`src/hw/rtl/cycle_peak_lookahead_gain_unit_macros.svh`:
```
// Assertion macros shared by the cycle peak lookahead gain unit.
`ifndef CYCLE_PEAK_LOOKAHEAD_GAIN_UNIT_MACROS_SVH
`define CYCLE_PEAK_LOOKAHEAD_GAIN_UNIT_MACROS_SVH

// Same-cycle implication, sampled on clock and disabled during reset.
`define CPLG_ASSERT_NOW(lbl, ante, cons, msg) \
   lbl: assert property (@(posedge clock) disable iff (reset) (ante) |-> (cons)) \
      else $error(msg);

// Next-cycle implication, sampled on clock and disabled during reset.
`define CPLG_ASSERT_NEXT(lbl, ante, cons, msg) \
   lbl: assert property (@(posedge clock) disable iff (reset) (ante) |=> (cons)) \
      else $error(msg);

`endif

```
`src/hw/rtl/cplg_pkg.sv`:
```
// Types and constants of the cycle peak lookahead gain unit.
`default_nettype none
package cplg_pkg;
   localparam int GAIN_BITS     = 17;
   localparam int THR_BITS      = 24;
   localparam int RATIO_BITS    = 9;
   localparam int LEN_BITS      = 12;
   localparam int GUARD_BITS    = 16;
   localparam int CSR_IDX_BITS  = 4;
   localparam int CSR_DATA_BITS = 24;

   localparam logic [GAIN_BITS-1:0]  UNITY_GAIN = 17'd65536;
   localparam logic [RATIO_BITS-1:0] RATIO_MIN  = 9'd16;
   localparam logic [RATIO_BITS-1:0] RATIO_MAX  = 9'd320;

   localparam logic [THR_BITS-1:0]   THRESHOLD_RESET = 24'd4194304;
   localparam logic [RATIO_BITS-1:0] RATIO_RESET     = 9'd64;
   localparam logic [LEN_BITS-1:0]   LOOKAHEAD_RESET = 12'd1440;
   localparam logic [GUARD_BITS-1:0] GUARD_RESET     = 16'd120;
   localparam logic [GUARD_BITS-1:0] COUNT_MAX       = 16'hFFFF;

   // Register indexes of the configuration port.
   localparam logic [CSR_IDX_BITS-1:0] REG_THRESHOLD = 4'd0;
   localparam logic [CSR_IDX_BITS-1:0] REG_RATIO     = 4'd1;
   localparam logic [CSR_IDX_BITS-1:0] REG_LOOKAHEAD = 4'd2;
   localparam logic [CSR_IDX_BITS-1:0] REG_GUARD     = 4'd3;

   typedef struct packed {
      logic start;
   } div_ctrl_type;

   typedef struct packed {
      logic busy;
      logic done;
   } div_stat_type;
endpackage
`default_nettype wire

```
`src/hw/rtl/cplg_gain_div.sv`:
```
// Restoring divider, one quotient bit a cycle, with the quotient clamped to unity gain.
`default_nettype none
module cplg_gain_div #(
   parameter int NW = 51,
   parameter int DW = 33
) (
   input  wire logic                  clock,
   input  wire logic                  reset,
   input  wire cplg_pkg::div_ctrl_type ctrl,
   input  wire logic [NW-1:0]         num,
   input  wire logic [DW-1:0]         den,
   output cplg_pkg::div_stat_type      stat,
   output logic [16:0]                gain
);
   import cplg_pkg::*;

   localparam int CW = $clog2(NW + 1);

   logic [DW:0]   rem_ff,  rem_in;
   logic [NW-1:0] num_ff,  num_in;
   logic [NW-1:0] quo_ff,  quo_in;
   logic [DW-1:0] den_ff,  den_in;
   logic [CW-1:0] cnt_ff,  cnt_in;
   logic          busy_ff, busy_in;
   logic          done_ff, done_in;
   logic [DW:0]   trial;

   // One shift-and-subtract step.
   always_comb begin
      rem_in  = rem_ff;
      num_in  = num_ff;
      quo_in  = quo_ff;
      den_in  = den_ff;
      cnt_in  = cnt_ff;
      busy_in = busy_ff;
      done_in = 1'b0;
      trial   = {rem_ff[DW-1:0], num_ff[NW-1]};
      if (ctrl.start) begin
         rem_in  = '0;
         num_in  = num;
         quo_in  = '0;
         den_in  = den;
         cnt_in  = CW'(NW);
         busy_in = 1'b1;
      end else if (busy_ff) begin
         num_in = {num_ff[NW-2:0], 1'b0};
         if (trial >= {1'b0, den_ff}) begin
            rem_in = trial - {1'b0, den_ff};
            quo_in = {quo_ff[NW-2:0], 1'b1};
         end else begin
            rem_in = trial;
            quo_in = {quo_ff[NW-2:0], 1'b0};
         end
         cnt_in = cnt_ff - 1'b1;
         if (cnt_ff == CW'(1)) begin
            busy_in = 1'b0;
            done_in = 1'b1;
         end
      end
   end

   always_ff @(posedge clock) begin
      if (reset) begin
         busy_ff <= 1'b0;
         done_ff <= 1'b0;
         cnt_ff  <= '0;
      end else begin
         busy_ff <= busy_in;
         done_ff <= done_in;
         cnt_ff  <= cnt_in;
      end
      rem_ff <= rem_in;
      num_ff <= num_in;
      quo_ff <= quo_in;
      den_ff <= den_in;
   end

   assign stat.busy = busy_ff;
   assign stat.done = done_ff;
   assign gain = (quo_ff > NW'(UNITY_GAIN)) ? UNITY_GAIN : quo_ff[16:0];
endmodule
`default_nettype wire

```
`config.mk`:
```
export PLATFORM = sky130hd
export DESIGN_NAME = cplg_gain_div
export DESIGN_NICKNAME = d
export VERILOG_FILES = /design/src/hw/rtl/cycle_peak_lookahead_gain_unit_macros.svh /design/src/hw/rtl/cplg_pkg.sv /design/src/hw/rtl/cplg_gain_div.sv
export SDC_FILE = /design/constraint.sdc
export NUM_CORES = 1
export LEC_CHECK = 0
export BUFFER_PORTS_ARGS = -buffer_cell sky130_fd_sc_hd__buf_2
export CORE_MARGIN = 8
export CORE_UTILIZATION = 50
export CTS_BUF_LIST = sky130_fd_sc_hd__clkbuf_8
export DETAILED_ROUTE_END_ITERATION = 10
export PLACE_DENSITY = 0.76
export SLEW_MARGIN = 0
export SYNTH_ARGS = -nofsm -noshare
export SYNTH_HDL_FRONTEND = slang
export SYNTH_SLANG_ARGS = --single-unit
```
`constraint.sdc`:
```
create_clock -name clock -period 3.3 [get_ports clock]
set_input_delay 0.33 -clock clock [delete_from_list [all_inputs] [get_ports clock]]
set_output_delay 0.33 -clock clock [all_outputs]
set_load 0.01 [all_outputs]
```
==> flow_summary.ini, run 1 <==
[power]
pwr-share-comb = 0.194
irDropWorstVdd_v = 0.000292
power.density_nw_per_um2 = 515
pwr-share-seq = 0.491
clkPwrFrac = 0.315
p_sw_frac = 0.296
power.internal_uw = 3640
leakagePower_uw = 0.00423
switching_power_uw = 1530

[placed_design]
gp_congestion = 0.859
hpwl_mm = 12.0
io_buffers = 105
dp_cells = 1123

[synth]
synth_compound_area_frac = 0.108
synth-simple-area-share = 0.127
async_flop_share = 0
synthDistinctLibCells = 64
ys_seq_area_frac = 0.493
synthCells = 828
synth_top_family_by_area = multiplexers
ys_warn_count = 0
synth-edff-count = 84
syn_nets = 951
synth_fa_ha_area_frac = 0.0518
synthMuxAreaShare = 0.142
netlist_area_um2 = 8850
synth_xor_area_frac = 0.0327
ys_ff_latch = 176
avgSynthCellArea_um2 = 10.7
synth_flop_cell = dfxtp_1

[worst_setup_path]
arrival_ns = 3.43
start_kind = register
crit_type = reg -> reg
r2r_cells = 13
crit_path_start = num_ff[50]
path_max_fanout = 4
worstSetupEndpointType = register
cp.required_ns = 3.69
r2r_end = rem_ff[32]
r2r_setup_slack_ns = 0.25
timing.rr.start = num_ff[50]

[timing]
grt_setup_unrepaired = false
finalSetupViolations = 0
tns_ns = 0
fin_crit_ns = 3.05
worst_pin_slew_ns = 0.703
relSlewSlack = 0.531
finalCritPeriodShare = 0.923
hold_violations = 0
max_freq_ghz = 0.328
drv_slew = 0
finClkSkew_ns = 0.0176

[run]
drv_cap = 0

[global_route]
use_met1 = 0.199
grt-busiest-layer = met2
groute.layer.met3.usage = 0.0552
grt_max_degree = 80
grt_pass1_wl_mm = 29.1
grt_use_total = 0.159
antenna_found_initial = 2
grt-ovfl-total = 0
grt_pass1_vias = 6042
use_met2 = 0.259

[detailed_routing]
viasPerCell = 5.36
wl_per_cell_um = 15.0
dr.pass1.iters = 5
ant_nets = 0
wl_mm = 17.4
num_vias = 6212
drc_errors = 0
dr.first_iter.drc_count = 378

[clock_tree]
clkTransAtPathRegs_ns = 0.11
htreeDepth = 4
cts_buffers = 17
clkLatencyLatePin_ns = 0.46
cts_num_sinks = 176
cts_tree = built
cts.path.max_buffers = 2
root_buffer = clkbuf_8

[cells_and_area]
synthToLayoutAreaGrowth_pct = 13.5
mostFrequentLayoutCell = nor2_1
regArea_um2 = 4370
fillers = 1524
drive_gt1_frac = 0.232
diodes = 0
final_cell_mix = nor2_1 (125), buf_2 (104), dfxtp_1 (91), edfxtp_1 (84), mux2i_1 (66)
multi_input_area_um2 = 4090
layout.cells.non_filler = 1160
nNetsFinal = 1045

[floorplan]
fp.dieW_um = 149
die_area_um2 = 22200
rows = 48
start_util = 0.512
coreArea_um2 = 17300
io_pins = 106
die_h_um = 149

[outcome]
status = complete, no violations

[min_path]
hold_end = den_ff[6]
hold_class = in -> reg
min_path_cells = 1
hold_path_startpoint = den[6]
-- sequential cells by signal, summed over array words and instances (netlist names) --
name	count
num_ff	51
quo_ff	51
den_ff	33
rem_ff	33
cnt_ff	6
busy_ff	1
done_ff	1
-- what timing repair did --
item	4_1_cts	5_1_grt
hold buffers	3	1
setup endpoints to repair	0	21
buffers inserted	0	1
gates resized for setup	0	3
hold endpoints to repair	3	1
-- stage by stage --
stage	utilization	area (um2)	hold slack [ns]	total power, uW	setup WS [ns]
2_1_floorplan	-	8850	0.429	3360	0.442
3_3_place_gp	0.551	9530	0.482	3550	0.286
3_5_place_dp	0.551	9530	0.485	3570	0.215
4_1_cts	0.579	10000	0.000383	5210	0.184
5_1_grt	0.581	10000	0.00123	5440	0.0201
6_report	0.581	10000	0.0325	5170	0.253
-- critical path, stage by stage, from the launching register on --
cell and delay (ns):
edfxtp_1 0.40, inv_1 0.07, ha_1 0.15, inv_1 0.05
fa_1 0.41, a21oi_1 0.21, o221ai_1 0.22, a211oi_4 0.40
o221ai_1 0.23, o221ai_2 0.26, o21ai_0 0.15, xor2_1 0.14
mux2i_1 0.08, a211oi_1 0.21
-- metal layers --
layer / part of all wire / up-vias
met4: 0.0085 / 4
met3: 0.056 / 14
met5: 0.0013 / -
met2: 0.47 / 104
li1: - / 3159
met1: 0.47 / 2931
-- cell families (layout without fill, tap and decap cells) --
family / Yosys count / count (layout)
AO/OA/AOI/OAI: 137 / 137
XOR/XNOR: 33 / 33
adder cells (fa/ha/maj): 36 / 36
buffers and inverters: 91 / 198
flip-flops: 176 / 176
multiplexers: 119 / 119
AND/OR/NAND/NOR: 236 / 236
-- Yosys cell counts (4+ instances only) --
| library cell | n | area [um2] |
|---|---|---|
| a211oi_1 | 29 | 218 |
| a21o_1 | 6 | 45.0 |
| a21oi_1 | 42 | 210 |
| a31oi_1 | 7 | 43.8 |
| and2_1 | 17 | 106 |
| buf_1 | 4 | 15.0 |
| buf_2 | 4 | 20.0 |
| buf_4 | 4 | 30.0 |
| clkbuf_1 | 30 | 113 |
| dfxtp_1 | 92 | 1840 |
| edfxtp_1 | 84 | 2520 |
| ha_1 | 35 | 438 |
| inv_1 | 44 | 165 |
| mux2_2 | 53 | 597 |
| mux2i_1 | 66 | 661 |
| nand2_1 | 24 | 90.1 |
| nand2b_1 | 6 | 37.5 |
| nand3_1 | 9 | 45.0 |
| nand4_1 | 9 | 56.3 |
| nor2_1 | 125 | 469 |
| nor2b_1 | 5 | 31.3 |
| nor3_1 | 9 | 45.0 |
| nor4_1 | 14 | 87.6 |
| o21ai_0 | 11 | 55.1 |
| o21bai_1 | 6 | 45.0 |
| o221ai_1 | 4 | 35.0 |
| xnor2_1 | 14 | 123 |
| xor2_1 | 19 | 166 |
-- cell type report --
type,instances,area share
clock buffers,17,0.0233
clock inverters,15,0.0216
inverters,45,0.0168
multi-input cells,561,0.407
flip-flops and latches,176,0.435
well taps,225,0.0280
repair buffers,121,0.0679
-- power by group through the flow --
stage          Combinational, uW  Sequential [uW]  Clock (uW)
3_5_place_dp                 986             2590           0
5_1_grt                     1120             2560        1760
3_3_place_gp                 964             2580           0
4_1_cts                      993             2540        1680
6_report                    1000             2540        1630
2_1_floorplan                813             2550           0
-- worst max-delay path by stage --
| stage | to | slack [ns] | depth (start not counted) |
|---|---|---|---|
| finish | rem_ff[32] | 0.25 | 13 |
| global route | rem_ff[32] | 0.02 | 13 |
| CTS | rem_ff[15] | 0.18 | 14 |
| detailed placement | rem_ff[10] | 0.22 | 13 |
| global placement | rem_ff[29] | 0.29 | 14 |
| floorplan | rem_ff[2] | 0.44 | 14 |
No activity file was read; power rests on OpenSTA's default activity.
==> run 2: changes to the inputs <==
Settings changed: CORE_UTILIZATION 50 to 45, PLACE_DENSITY 0.76 to 0.7, SLEW_MARGIN 0 to 20.
==> flow_summary.ini, run 2 (same netlist as run 1, synthesis figures left out) <==
[outcome]
status = complete, no violations

[worst_setup_path]
cp_common_cell = inv_1
path_max_fanout = 19
start_kind = register
cp.required_ns = 3.68
path_cells = inv_1, ha_1, inv_1, fa_1, a21oi_2, o221ai_1, a211oi_4, o21ai_4, o21ai_1, o211a_4, buf_6, nand2_1, o31a_1, a211oi_2
max_stage_delay_ns = 0.43
r2r_end = rem_ff[29]
crit_type = reg -> reg
worstSetupEndpointType = register
timing.rr.start = num_ff[50]
r2r_cells = 14
r2r_setup_slack_ns = 0.23
crit_slowest_cell = a211oi_4
arrival_ns = 3.44

[timing]
finalSetupViolations = 0
hold_ws_ns = 0.0479
finClkSkew_ns = 0.0181
grt_setup_unrepaired = true
drv_slew = 0
hold_violations = 0
max_freq_ghz = 0.326
worst_pin_slew_ns = 0.648
fin_crit_ns = 3.07
finalCritPeriodShare = 0.929
relSlewSlack = 0.564

[cells_and_area]
synthToLayoutAreaGrowth_pct = 13.7
nNetsFinal = 1046
mostFrequentLayoutCell = nor2_1
fin_area_um2 = 10100
final_util = 0.519
fillers = 1815
diodes = 0
drive_gt1_frac = 0.231
top_regs = num_ff x51, quo_ff x51
layout.cells.non_filler = 1201
final_cell_mix = nor2_1 (125), buf_2 (104), dfxtp_1 (91), edfxtp_1 (84), mux2i_1 (66)

[min_path]
hold_end = den_ff[31]
hold_path_startpoint = den[31]
min_path_cells = 1
hold_class = in -> reg

[power]
irDropWorstVdd_v = 0.000279
power.density_nw_per_um2 = 496
leakagePower_uw = 0.00421
power_uw = 4990

[placed_design]
io_buffers = 105
gp_congestion = 0.839
dp_cells = 1162
place_area_um2 = 9580
hpwl_mm = 12.1

[detailed_routing]
num_vias = 6192
drc_errors = 0
dr.first_iter.drc_count = 369
dr.pass1.iters = 4
ant_nets = 0
wl_mm = 17.2
viasPerCell = 5.16
wl_per_cell_um = 14.3

[global_route]
grt-ovfl-total = 0
antenna_found_initial = 2
grt_pass1_wl_mm = 28.7
grt_pass1_vias = 6045
grt_max_degree = 96
grt_use_total = 0.145

[clock_tree]
cts.path.max_buffers = 2
root_buffer = clkbuf_8
clkTransAtPathRegs_ns = 0.09
cts_buffers = 17
cts_tree = built
cts_num_sinks = 176
htreeDepth = 4
clkLatencyLatePin_ns = 0.46

[floorplan]
io_pins = 106
die_area_um2 = 24400
rows = 51
fp.dieW_um = 156
die_h_um = 156
start_util = 0.456
coreArea_um2 = 19400

[run]
drv_cap = 0
-- run 2: area by class of cell --
class | count | area [um2] | share of cell area
Clock inverter | 15 | 146 | 0.0146
Multi-Input combinational cell | 561 | 4100 | 0.408
Clock buffer | 17 | 234 | 0.0233
Sequential cell | 176 | 4370 | 0.434
Timing Repair Buffer | 122 | 707 | 0.0703
Inverter | 45 | 169 | 0.0168
Tap cell | 265 | 332 | 0.0330
-- run 2: how the worst max path moves through the flow --
stage | startpoint | endpoint | slack, ns | depth (start not counted)
floorplan | num_ff[50] | rem_ff[2] | 0.44 | 14
global placement | num_ff[50] | rem_ff[29] | 0.20 | 14
detailed placement | num_ff[50] | rem_ff[32] | 0.1 | 13
CTS | num_ff[50] | rem_ff[32] | 0.05 | 13
global route | num_ff[50] | rem_ff[5] | -0.02 | 13
finish | num_ff[50] | rem_ff[29] | 0.23 | 14
-- run 2: metrics by stage --
stage	setup slack, ns	TNS (ns)
6_report	0.235	0
5_1_grt	-0.0186	-0.0299
4_1_cts	0.0495	0
3_5_place_dp	0.0966	0
3_3_place_gp	0.203	0
2_1_floorplan	0.442	0
-- run 2: metal layers --
metal  part of all wire  up-vias  GRT usage
met5             0.0017        -          0
met2               0.46       90      0.227
met4             0.0074        4     0.0339
met3              0.056       13     0.0571
met1               0.47     2921      0.184
li1                   -     3164          -
-- run 2: report_power, final --
part | switching, uW | total, uW | internal [uW]
sequential | 83.2 | 2540 | 2450
clock | 826 | 1450 | 621
combinational | 551 | 1010 | 458
total | 1460 | 4990 | 3530
-- run 2: worst max-delay path, delay by kind of cell, from the launching register on --
| kind | cells | cell delay, ns |
|---|---|---|
| AO/OA/AOI/OAI | 8 | 1.63 |
| adder cells (fa/ha/maj) | 2 | 0.56 |
| buffers and inverters | 3 | 0.33 |
| flip-flops | 1 | 0.39 |
| AND/OR/NAND/NOR | 1 | 0.07 |
-- run 2: repair_timing --
action                                 4_1_cts  5_1_grt
buffers inserted                             0        1
gates resized for setup                      0        6
setup endpoints to repair                    0       32
endpoints found under the hold margin        1        5
hold buffers                                 1        5
==> run 3: changes to the inputs <==
Settings changed: CORE_MARGIN 8 to 1.
==> flow_summary.ini, run 3 (same netlist as run 1, synthesis figures left out) <==
[timing]
finalCritPeriodShare = 0.921
max_freq_ghz = 0.329
worst_pin_slew_ns = 0.631
relSlewSlack = 0.575
finalSetupViolations = 0
tns_ns = 0
grt_setup_unrepaired = false
drv_slew = 0
finClkSkew_ns = 0.0133
fin_crit_ns = 3.04
hold_violations = 0

[outcome]
status = complete, no violations

[clock_tree]
cts.path.max_buffers = 2
cts_num_sinks = 176
clkTransAtPathRegs_ns = 0.10
clkLatencyLatePin_ns = 0.45
htreeDepth = 4
cts_tree = built
cts_buffers = 17
root_buffer = clkbuf_8

[detailed_routing]
wl_per_cell_um = 13.9
ant_nets = 0
drc_errors = 0
viasPerCell = 5.18
dr.first_iter.drc_count = 250
dr.pass1.iters = 5
num_vias = 6198
wl_mm = 16.6

[worst_setup_path]
arrival_ns = 3.42
path_max_fanout = 11
worstSetupEndpointType = register
crit_type = reg -> reg
start_kind = register
cp.required_ns = 3.68

[cells_and_area]
top_regs = num_ff x51, quo_ff x51
mostFrequentLayoutCell = nor2_1
drive_gt1_frac = 0.237
diodes = 0
layout.cells.non_filler = 1196
nNetsFinal = 1046
synthToLayoutAreaGrowth_pct = 13.8
final_cell_mix = nor2_1 (125), buf_2 (104), dfxtp_1 (91), edfxtp_1 (84), mux2i_1 (66)
fillers = 1713
final_util = 0.531

[global_route]
antenna_found_initial = 1
grt_max_degree = 78
grt_use_total = 0.173
grt-ovfl-total = 0
grt_pass1_vias = 5976
grt_pass1_wl_mm = 28.0

[power]
pwr-share-seq = 0.500
power.internal_uw = 3560
power.density_nw_per_um2 = 501
pwr-share-comb = 0.204
irDropWorstVdd_v = 0.000401
p_sw_frac = 0.296
leakagePower_uw = 0.00422
switching_power_uw = 1490
clkPwrFrac = 0.296

[placed_design]
dp_cells = 1160
hpwl_mm = 11.5
gp_congestion = 0.863
io_buffers = 105

[floorplan]
die_h_um = 142
io_pins = 106
start_util = 0.467
fp.dieW_um = 142
die_area_um2 = 20200
coreArea_um2 = 19000
rows = 50

[min_path]
hold_class = in -> reg

[run]
drv_cap = 0
## run 3: cell count changes in the layout (fill, tap and decap cells not counted), sizes merged
cell | previous run | this run
buf | 116 | 120
dlygate4sd3 | 6 | 2
clkinvlp | 1 | 2
inv | 53 | 52
## run 3: worst paths after layout
check,start,end,slack (ns),cells after the start
setup / recovery,num_ff[50],rem_ff[29],0.26,15
hold / removal,den[5],den_ff[5],0.05,1
setup reg to reg,num_ff[50],rem_ff[29],0.26,15
hold reg to reg,rem_ff[32],rem_ff[32],0.51,2
## run 3: worst max-delay path, stage by stage (launching register included)
cell      delay [ns]
edfxtp_1        0.41
inv_1           0.07
ha_1            0.15
inv_1           0.05
fa_1            0.42
a21oi_2         0.19
o221ai_2        0.15
a211oi_4        0.32
buf_4           0.17
o21ai_4         0.05
o21ai_1         0.15
o211a_4         0.24
buf_4           0.22
nand2_1         0.07
o31a_1          0.11
a211oi_2        0.20
## run 3: metal layers
| metal | share of wire | track usage | vias to the layer above | wire length [um] |
|---|---|---|---|---|
| li1 | - | - | 3164 | - |
| met1 | 0.47 | 0.222 | 2928 | 7810 |
| met2 | 0.47 | 0.281 | 102 | 7770 |
| met3 | 0.054 | 0.0579 | 4 | 904 |
| met4 | 0.0066 | 0.0419 | 0 | 109 |
| met5 | 0 | 0 | - | 0 |
## run 3: through the flow
stage | hold slack, ns | total power (uW) | setup slack, ns | instance area (um2)
floorplan | 0.429 | 3360 | 0.442 | 8850
global placement | 0.486 | 3570 | 0.275 | 9610
detailed placement | 0.494 | 3590 | 0.173 | 9610
CTS | 0.00740 | 5110 | 0.152 | 10000
global route | 0.00124 | 5340 | 0.0116 | 10100
finish | 0.0451 | 5050 | 0.262 | 10100
## run 3: area by class of cell
cell class              count  area, um2  share of cell area
inverters                  45        169              0.0168
repair buffers            122        702              0.0697
multi-input cells         561       4100               0.407
well taps                 260        325              0.0323
flip-flops and latches    176       4370               0.434
clock inverters            15        170              0.0169
clock buffers              17        234              0.0232
## run 3: timing repair
item,CTS,global route
gates resized for setup,0,4
hold buffers,0,2
endpoints found under the hold margin,0,2
endpoints found under the setup margin,0,25
setup buffers,0,2
## run 3: power groups by stage
| stage | combinational (uW) | sequential, uW | clock (uW) |
|---|---|---|---|
| detailed placement | 1020 | 2580 | 0 |
| finish | 1030 | 2530 | 1490 |
| global placement | 1000 | 2570 | 0 |
| global route | 1150 | 2550 | 1640 |
| CTS | 1020 | 2530 | 1560 |
| floorplan | 813 | 2550 | 0 |
